==> src/hdl/ffa_pkg.sv <==
package ffa_pkg;

    localparam int HEAP_UNITS_DEF = 4096;
    localparam int SLAB_UNITS_DEF = 1024;
    localparam int UNIT_BYTES_DEF = 16;

    localparam int BYTES_W = 16;
    localparam int ADDR_W  = 12;
    localparam int USED_W  = 17;

    localparam logic OP_ALLOC = 1'b0;
    localparam logic OP_FREE  = 1'b1;

    localparam logic [1:0] STAT_DONE      = 2'd0;
    localparam logic [1:0] STAT_NO_SPACE  = 2'd1;
    localparam logic [1:0] STAT_ZERO_SIZE = 2'd2;

    typedef struct packed {
        logic               opcode;
        logic [BYTES_W-1:0] request_bytes;
        logic [ADDR_W-1:0]  block_address;
    } req_t;

    typedef struct packed {
        logic [ADDR_W-1:0] granted_address;
        logic [1:0]        status;
        logic [USED_W-1:0] bytes_in_use;
    } rsp_t;

    typedef enum logic [4:0] {
        ST_IDLE, ST_DISPATCH, ST_DIV2, ST_MAKE, ST_ASTART, ST_ARESUME, ST_AGETP,
        ST_AREAD, ST_ACHK, ST_AADV, ST_UNLINK, ST_SPLIT1, ST_SPLIT2, ST_SLAB,
        ST_FSIZE, ST_ISTART, ST_ISTEP, ST_IPLACED, ST_IRIGHT, ST_ILEFT,
        ST_FAIL, ST_DONE0, ST_ZERO, ST_RESP
    } state_t;

    typedef enum logic [4:0] {
        CMD_NONE, CMD_CAPTURE, CMD_DIV1, CMD_DIV2, CMD_MAKE, CMD_A_START,
        CMD_A_RESUME, CMD_A_GETP, CMD_A_READ, CMD_A_LATCH, CMD_A_ADV,
        CMD_A_UNLINK, CMD_A_SPLIT1, CMD_A_SPLIT2, CMD_SLAB, CMD_F_READ,
        CMD_F_SIZE, CMD_I_START, CMD_I_STEP, CMD_I_PLACED, CMD_I_RIGHT,
        CMD_I_LEFT, CMD_FAIL, CMD_DONE0, CMD_ZERO, CMD_LOAD
    } dp_cmd_t;

    typedef struct packed {
        logic is_free;
        logic req_zero;
        logic list_made;
        logic free_ok;
        logic size_ok;
        logic a_limit;
        logic fit;
        logic exact;
        logic p_is_rover;
        logic slab_ok;
        logic place;
        logic i_limit;
        logic out_free;
    } dp_stat_t;

endpackage

==> src/hdl/ffa_ctrl.sv <==
module ffa_ctrl (
    input  logic               aclk,
    input  logic               aresetn,
    input  logic               s_valid,
    output logic               s_ready,
    input  ffa_pkg::dp_stat_t  stat,
    output ffa_pkg::dp_cmd_t   cmd
);
    import ffa_pkg::*;

    state_t state_reg;
    state_t state_next;

    always_ff @(posedge aclk) begin
        if (!aresetn) begin
            state_reg <= ST_IDLE;
        end else begin
            state_reg <= state_next;
        end
    end

    always_comb begin
        state_next = state_reg;
        cmd        = CMD_NONE;
        s_ready    = 1'b0;
        unique case (state_reg)
            ST_IDLE: begin
                s_ready = 1'b1;
                if (s_valid) begin
                    cmd        = CMD_CAPTURE;
                    state_next = ST_DISPATCH;
                end
            end
            ST_DISPATCH: begin
                if (stat.is_free) begin
                    if (stat.free_ok) begin
                        cmd        = CMD_F_READ;
                        state_next = ST_FSIZE;
                    end else begin
                        state_next = ST_DONE0;
                    end
                end else if (stat.req_zero) begin
                    state_next = ST_ZERO;
                end else begin
                    cmd        = CMD_DIV1;
                    state_next = ST_DIV2;
                end
            end
            ST_DIV2: begin
                cmd        = CMD_DIV2;
                state_next = stat.list_made ? ST_ASTART : ST_MAKE;
            end
            ST_MAKE: begin
                cmd        = CMD_MAKE;
                state_next = ST_ASTART;
            end
            ST_ASTART: begin
                cmd        = CMD_A_START;
                state_next = ST_AGETP;
            end
            ST_ARESUME: begin
                cmd        = CMD_A_RESUME;
                state_next = ST_AGETP;
            end
            ST_AGETP: begin
                cmd        = CMD_A_GETP;
                state_next = ST_AREAD;
            end
            ST_AREAD: begin
                if (stat.a_limit) begin
                    state_next = ST_FAIL;
                end else begin
                    cmd        = CMD_A_READ;
                    state_next = ST_ACHK;
                end
            end
            ST_ACHK: begin
                cmd = CMD_A_LATCH;
                if (stat.fit) begin
                    state_next = stat.exact ? ST_UNLINK : ST_SPLIT1;
                end else if (stat.p_is_rover) begin
                    state_next = ST_SLAB;
                end else begin
                    state_next = ST_AADV;
                end
            end
            ST_AADV: begin
                cmd        = CMD_A_ADV;
                state_next = ST_AREAD;
            end
            ST_UNLINK: begin
                cmd        = CMD_A_UNLINK;
                state_next = ST_RESP;
            end
            ST_SPLIT1: begin
                cmd        = CMD_A_SPLIT1;
                state_next = ST_SPLIT2;
            end
            ST_SPLIT2: begin
                cmd        = CMD_A_SPLIT2;
                state_next = ST_RESP;
            end
            ST_SLAB: begin
                if (stat.slab_ok) begin
                    cmd        = CMD_SLAB;
                    state_next = ST_ISTART;
                end else begin
                    state_next = ST_FAIL;
                end
            end
            ST_FSIZE: begin
                cmd        = CMD_F_SIZE;
                state_next = stat.size_ok ? ST_ISTART : ST_DONE0;
            end
            ST_ISTART: begin
                cmd        = CMD_I_START;
                state_next = ST_ISTEP;
            end
            ST_ISTEP: begin
                cmd = CMD_I_STEP;
                if (stat.place) begin
                    state_next = ST_IPLACED;
                end else if (stat.i_limit) begin
                    state_next = stat.is_free ? ST_DONE0 : ST_FAIL;
                end
            end
            ST_IPLACED: begin
                cmd        = CMD_I_PLACED;
                state_next = ST_IRIGHT;
            end
            ST_IRIGHT: begin
                cmd        = CMD_I_RIGHT;
                state_next = ST_ILEFT;
            end
            ST_ILEFT: begin
                cmd        = CMD_I_LEFT;
                state_next = stat.is_free ? ST_DONE0 : ST_ARESUME;
            end
            ST_FAIL: begin
                cmd        = CMD_FAIL;
                state_next = ST_RESP;
            end
            ST_DONE0: begin
                cmd        = CMD_DONE0;
                state_next = ST_RESP;
            end
            ST_ZERO: begin
                cmd        = CMD_ZERO;
                state_next = ST_RESP;
            end
            ST_RESP: begin
                if (stat.out_free) begin
                    cmd        = CMD_LOAD;
                    state_next = ST_IDLE;
                end
            end
            default: begin
                state_next = ST_IDLE;
            end
        endcase
    end

endmodule

==> config.mk <==
export PLATFORM = sky130hd
export DESIGN_NAME = ffa_ctrl
export DESIGN_NICKNAME = d
export VERILOG_FILES = /design/src/hdl/ffa_pkg.sv /design/src/hdl/ffa_ctrl.sv
export SDC_FILE = /design/constraint.sdc
export NUM_CORES = 1
export LEC_CHECK = 0
export BUFFER_PORTS_ARGS = -buffer_cell sky130_fd_sc_hd__buf_2
export CAP_MARGIN = 20
export CORE_ASPECT_RATIO = 1.2
export CORE_UTILIZATION = 30
export CTS_BUF_LIST = sky130_fd_sc_hd__clkbuf_8
export CTS_CLUSTER_SIZE = 25
export DETAILED_ROUTE_END_ITERATION = 8
export REMOVE_ABC_BUFFERS = 1
export SYNTH_ARGS = -nofsm -noshare
export SYNTH_HDL_FRONTEND = slang
export SYNTH_SLANG_ARGS = --single-unit
export TNS_END_PERCENT = 50
==> constraint.sdc <==
create_clock -name aclk -period 2.8 [get_ports aclk]
set_input_delay 0.14 -clock aclk [delete_from_list [all_inputs] [get_ports aclk]]
set_output_delay 0.14 -clock aclk [all_outputs]
set_load 0.02 [all_outputs]
# Word level (Yosys, flattened, before mapping)
# Index checks and enable logic that the tools add are counted.
# word_totals
word_cells,58
in_bits,16
output_inout_bits,6
reg_bits,5
# classes
n_eq_ne,26
mux,26
reduce_logical,5
# op_table
op,n
5-bit case mux with 24 select lines,1
5-bit case mux with 18 select lines,1
5-bit 2-to-1 mux,13
"5-bit by 4-bit equality test with 1-bit output, second input constant",8
"5-bit equality test, second input constant",8
"5-bit by 3-bit equality test with 1-bit output, second input constant",4
4-bit 2-to-1 mux,3
"5-bit by 2-bit equality test with 1-bit output, second input constant",2
3-bit 2-to-1 mux,3
"5-bit by 1-bit equality test with 1-bit output, second input constant",1
5-bit zero test,1
5-bit OR reduction,1
1-bit 2-to-1 mux,4
"2-bit inequality test, second input constant",2
2-bit OR reduction,2
"3-bit inequality test, second input constant",1
3-bit AND reduction,1
2-bit 2-to-1 mux,1

# Longest topological paths before layout
# Gate-level depths: netlist of the first run.
# logic_depth
ltp_word,4
depth_mapped,7
depth_no_buf,5

# Least setup slack after synthesis of the first run
# No wires, ideal clock.
# synth_timing
path_kind,flip-flop to output port
start,reg state_reg[0]
end,out cmd[1]
required_time_ns,2.660
setup_slack_ns,1.245
arrival_time_ns,1.415
path_stages_with_launch,6
cell_sequence,dfxtp_1 > buf_4 > and2b_1 > o21ai_0 > o2bb2a_1 > o221ai_1
# synth_between
elab_chain_len,2
# synth_lines
element,line,rtl
from (decl),ffa_ctrl.sv:11,state_t state_reg;
from (signal assigned),ffa_ctrl.sv:18,state_reg <= state_next;
5-bit equality test (tied with other cells),ffa_ctrl.sv:26,unique case (state_reg)
5-bit case mux with 24 select lines *,ffa_ctrl.sv:26,
to (decl),ffa_ctrl.sv:7,output ffa_pkg::dp_cmd_t cmd
# Mark *: on every way between the ends. The rest lies on a longest branch, timed or not.

# Worst setup path in the final report of the first run
# layout_timing
start,reg state_reg[0]
end,out cmd[0]
# Same word-level chain as after synthesis.

==> impl_metrics.yaml, run 1 <==
grt:
  grt_pass1_wl_mm: 4.947
  grt_overflow: 0
  antenna_found_initial: 0
  grt_max_degree: 25
  grt_pass1_vias: 1164
  grt_usage_pct: 19.14
sta:
  finalSetupViolCount: 0
  slew_violations: 0
  tns_ns: 0
  grt_setup_unrepaired: "no"
  relSlewSlack_pct: 48.92
  hold_viol_final: 0
  period_share_pct: 78.91
  max_freq_ghz: 0.4526
  setup_ws_ns: 0.5906
  min_period_ns: 2.209
  worst_pin_slew_ns: 0.7652
  fin_skew_ns: 0.006311
  hold_ws_ns: 0.2058
clocking:
  postCtsResizedCells: 0
  path_clk_slew_ns: 0.04
  clock-sinks: 5
  cts-htree-levels: 1
  cts_max_path_buffers: 2
  ctsHoldBuffers: 0
  clk_latency_ns: 0.23
  root_buffer: "clkbuf_8"
  cts_made_buffers: 3
  cts_tree: "built"
  postCtsSetupBuffers: 0
synthesis:
  synth_top_family_by_area: "compound AO/OA/AOI/OAI gates"
  yosysSeqAreaShare_pct: 10.85
  yosys-top-cells-area: "dfxtp_1, a21oi_1, nand2_1"
  synthXorXnorAreaFrac_pct: 0.9498
  synth_common_cells: "a21oi_1, nand2_1, nor2_1, o21ai_0, nor3_1"
  syn-cell-area_um2: 922.1
  netlist_instances: 142
  synth-seq-cells: 5
  synthAdderAreaFrac_pct: 0
  yosysWarningCount: 0
  yosys.area.top_type: "dfxtp_1"
  yosys.cell_types.count: 42
  synthMuxAreaShare_pct: 0
  synth-edff-count: 0
  synth-compound-area-share_pct: 39.48
  avgSynthCellArea_um2: 6.494
  synth.top_cell.area_share_pct: 10.85
  synthArstFlopShare_pct: 0
  synthSimpleGateAreaFrac_pct: 38.81
  synthFlopType: "dfxtp_1"
power:
  power_mw: 1.043
  ir_drop_mv: 0.4539
  powerDensity_nw_per_um2: 972.6
  p_leak_nw: 0.4134
drt:
  drtIter0Drc: 75
  top_layer: "met4"
  via_count: 1219
  antenna_left: 0
  met1Wirelength_mm: 1.248
  routedWlPerCell_um: 15.87
  totalWireLength_mm: 3.078
  dr.pass1.iters: 4
  route.met3.wl_um: 249
  dr_wl_met2_mm: 1.498
  vias_per_cell: 6.284
  drc_errors: 0
outcome:
  status: "complete, no violations"
worst_setup_path:
  crit_required_ns: 2.66
  worstPathMaxFanout: 23
  worst-setup-path-type: "reg -> out"
  critPathLaunchType: "flop"
  cp-end-kind: "output pin"
  critical_path_arrival_ns: 2.07
placed_design:
  place_area_um2: 1027
  dp_hpwl_mm: 2.233
  dp_cells: 190
  portBuffers: 21
  dp_slack_ns: 0.8804
  place_congestion: 0.9880
finish:
  layout.nets: 177
  drive_gt1_share_pct: 21.88
  fin_cells: 194
  largest_reg_flops: 5
  final_cell_area_um2: 1072
  nFillCells: 305
  syn_to_final_growth_pct: 16.28
  diodes: 0
  final_util_pct: 37.44
hold_path:
  hold_path.class: "in -> reg"
floorplanning:
  core_um2: 2864
  rows: 21
  dieArea_um2: 3300
  ios: 22
  die_height_um: 62.74
  die_w_um: 52.61
  start_util_pct: 32.20
flow_run:
  drv_cap: 0
-- cell type report --
class | count | area, µm² | area share [%]
Inverter | 3 | 11.26 | 1.050
Tap cell | 34 | 42.54 | 3.967
Timing Repair Buffer | 26 | 142.6 | 13.30
Clock inverter | 1 | 3.754 | 0.3501
Clock buffer | 3 | 41.29 | 3.851
Sequential cell | 5 | 100.1 | 9.335
Multi-Input combinational cell | 122 | 730.7 | 68.14
-- worst max-delay path, cell delays in order, from the launching register on --
cell and delay [ns]:
dfxtp_1 0.77, nor2b_1 0.35, nand2_1 0.15, nor2_1 0.21, a311oi_1 0.07, o221ai_1 0.11, buf_2 0.19
-- report_power, final --
group | internal (mW) | switching (mW) | total (mW)
sequential | 0.0953 | 0.112 | 0.207
clock | 0.0946 | 0.0425 | 0.137
combinational | 0.285 | 0.414 | 0.699
-- cells by family after synthesis --
family                 count (synthesis)
buffers and inverters                 15
AO/OA/AOI/OAI                         53
AND/OR/NAND/NOR                       68
XOR/XNOR                               1
flip-flops                             5
-- worst paths after layout --
path                                    from           end  slack (ns)  cells past startpoint
worst min-delay path                 aresetn  state_reg[4]        0.21                      2
worst max register to register  state_reg[1]  state_reg[0]        0.83                      5
worst min register to register  state_reg[4]  state_reg[2]        0.82                      3
worst max-delay path            state_reg[0]        cmd[0]        0.59                      6
-- per-layer routing --
metal | GRT usage [%] | up-vias
li1 | - | 569
met1 | 23.25 | 567
met2 | 29.43 | 72
met5 | 0 | -
met3 | 4.623 | 11
met4 | 11.51 | 0
-- cells in the final DEF (no fill, tap or decap), types with 5 or more instances in the layout --
cell type / n
buf_4: 5
nor2_1: 13
nor2b_1: 5
buf_2: 21
nand2_1: 15
dfxtp_1: 5
o21ai_0: 10
nor3_1: 9
nand2b_1: 8
a21oi_1: 15
nand3_1: 5
No activity file was read; power rests on OpenSTA's default activity.
==> run 2: changes to the inputs <==
--- a/config.mk
+++ b/config.mk
@@ -5,6 +5,7 @@
 export SDC_FILE = /design/constraint.sdc
 export NUM_CORES = 1
 export LEC_CHECK = 0
+export ABC_AREA = 1
 export BUFFER_PORTS_ARGS = -buffer_cell sky130_fd_sc_hd__buf_2
 export CAP_MARGIN = 20
 export CORE_ASPECT_RATIO = 1.2
==> constraint.sdc (replaced) <==
create_clock -name aclk -period 1.8 [get_ports aclk]
set_input_delay 0.09 -clock aclk [delete_from_list [all_inputs] [get_ports aclk]]
set_output_delay 0.09 -clock aclk [all_outputs]
set_load 0.02 [all_outputs]
==> run 2 against run 1 <==
- clock skew shrank 0.0059 ns
- total power grew 50%
- design area grew 2.8%
- sequential cell count is the same
- register-to-register slack lost 0.55 ns
- die area shrank 6.7%
- sequential power grew 13%
- clock-buffer cell count is the same
- worst hold slack lost 0.14 ns
- final cell count grew 13%
- critical path depth grew 3
- critical endpoint is now cmd[3]
==> impl_metrics.yaml, run 2 <==
synthesis:
  synthAdderAreaFrac_pct: 0
  synthArstFlopShare_pct: 0
  synth-compound-area-share_pct: 13.27
  synthXorXnorAreaFrac_pct: 0
  synth.top_cell.area_share_pct: 13.99
  synth_common_cells: "nand2_1, nor2_1, inv_1, nand3_1, nand4_1"
  synth-seq-cells: 5
  yosys.cell_types.count: 27
  yosys.area.top_type: "nand2_1"
  synth-edff-count: 0
  syn-cell-area_um2: 858.3
  synthMuxAreaShare_pct: 0
  yosysWarningCount: 0
  yosys-top-cells-area: "nand2_1, nand3_1, nor2_1"
  synth.most_common_cell: "nand2_1"
  yosysSeqAreaShare_pct: 11.66
  synthFlopType: "dfxtp_1"
  netlist_instances: 159
  synthSimpleGateAreaFrac_pct: 60.20
  avgSynthCellArea_um2: 5.398
  synth_top_family_by_area: "simple AND/OR/NAND/NOR gates"
sta:
  relSlewSlack_pct: 79.44
  setup_ws_ns: 0.07834
  fin_skew_ns: 0.0004274
  finalSetupViolCount: 0
  hold_viol_final: 0
  worst_pin_slew_ns: 0.3084
  min_period_ns: 1.722
  slew_violations: 0
  max_freq_ghz: 0.5808
  grt_setup_unrepaired: "yes"
  period_share_pct: 95.65
worst_setup_path:
  slowest_stage: "dfxtp_4"
  critPathMaxStageDelay_ns: 0.37
  critical_path_arrival_ns: 1.63
  critPathTopFamily: "buffers and inverters"
  cp_cell_sequence: "inv_1 > nand2_1 > buf_4 > nor2_4 > inv_1 > nor2_2 > nor2_1 > o2111ai_1 > buf_4"
  worst-setup-path-type: "reg -> out"
  crit_required_ns: 1.71
  worstPathMaxFanout: 9
  worst-path-buf-inv: 4
  critPathLaunchType: "flop"
  cp-end-kind: "output pin"
grt:
  antenna_found_initial: 0
  grt_overflow: 0
  grt_pass1_vias: 1012
  grt_usage_pct: 19.54
  grt_pass1_wl_mm: 4.429
  grt_max_degree: 12
power:
  power_mw: 1.567
  powerDensity_nw_per_um2: 1422
  ir_drop_mv: 0.6873
  p_leak_nw: 0.5657
drt:
  routedWlPerCell_um: 13.07
  vias_per_cell: 5.227
  via_count: 1150
  antenna_left: 0
  drc_errors: 0
  drtIter0Drc: 75
  dr.pass1.iters: 5
  totalWireLength_mm: 2.876
finish:
  drive_gt1_share_pct: 27.27
  layout_commonest_cell: "nand2_1"
  layout.nets: 204
  final_cell_mix: "nand2_1, nor2_1, inv_1"
  diodes: 0
  final_cell_area_um2: 1102
  syn_to_final_growth_pct: 28.43
  largest_reg_flops: 5
floorplanning:
  start_util_pct: 32.67
  dieArea_um2: 3080
  rows: 20
  core_um2: 2628
  ios: 22
  die_w_um: 50.83
  die_height_um: 60.60
clocking:
  clock-sinks: 5
  path_clk_slew_ns: 0.03
  cts-htree-levels: 1
  cts_tree: "built"
  root_buffer: "clkbuf_8"
  cts_max_path_buffers: 2
  clk_latency_ns: 0.22
  cts_made_buffers: 3
hold_path:
  hold_path.class: "in -> reg"
flow_run:
  drv_cap: 0
placed_design:
  place_area_um2: 1005
  portBuffers: 21
  dp_hpwl_mm: 2.288
  place_congestion: 0.9586
  dp_slack_ns: 0.1346
outcome:
  status: "complete, no violations"
-- run 2: cells by family after synthesis --
| logic type | count (synthesis) |
|---|---|
| AND/OR/NAND/NOR | 107 |
| buffers and inverters | 30 |
| AO/OA/AOI/OAI | 17 |
| flip-flops | 5 |
-- run 2: layout make-up --
cell class              instances  area [µm²]
clock buffers                   3       41.29
clock inverters                 1       3.754
fillers                       295        1525
inverters                      26       100.1
multi-input cells             124       645.6
flip-flops and latches          5       110.1
well taps                      33       41.29
repair buffers                 28       160.2
-- run 2: power by group --
part	leakage (nW)	switching (mW)	total, mW	internal, mW
logic	0.496	0.746	1.14	0.393
registers	0.0431	0.0740	0.233	0.159
clock network	0.0269	0.0495	0.195	0.146
-- run 2: routing by layer --
layer  part of all wire [%]  vias up  GRT usage [%]
met2                     49       59          35.24
li1                       -      596              -
met3                    7.6       10          1.504
met4                    2.9        0          8.730
met5                      0        -              0
met1                     40      485          23.80
-- run 2: worst min-delay path: stages --
cell     delay [ns]
buf_2          0.08
nand2_1        0.04
inv_1          0.04
-- run 2: what timing repair did --
item                       CTS  global route
hold buffers                 0             0
gates resized for setup      4             9
pin swaps                    1             1
setup buffers                1             2
cloned                       0             0
setup endpoints to repair    4             5
-- run 2: metrics by stage --
stage                     std cells  hold WS, ns   TNS (ns)  util (%)
after floorplan                 155       0.1876          0         -
after global placement          213       0.2903          0     38.24
after detailed placement        213       0.2918          0     38.24
after CTS                       218      0.06451          0     40.43
after global routing            220      0.09066  -0.009637     41.95
final                           220      0.06573          0     41.95
-- run 2: path summary, 6_finish.rpt --
| check | slack, ns | cells past startpoint | end | from |
|---|---|---|---|---|
| worst max register to register | 0.28 | 9 | state_reg[0] | state_reg[1] |
| worst max-delay path | 0.08 | 9 | cmd[3] | state_reg[1] |
| worst min-delay path | 0.07 | 3 | state_reg[1] | aresetn |
| worst min register to register | 0.81 | 5 | state_reg[4] | state_reg[0] |
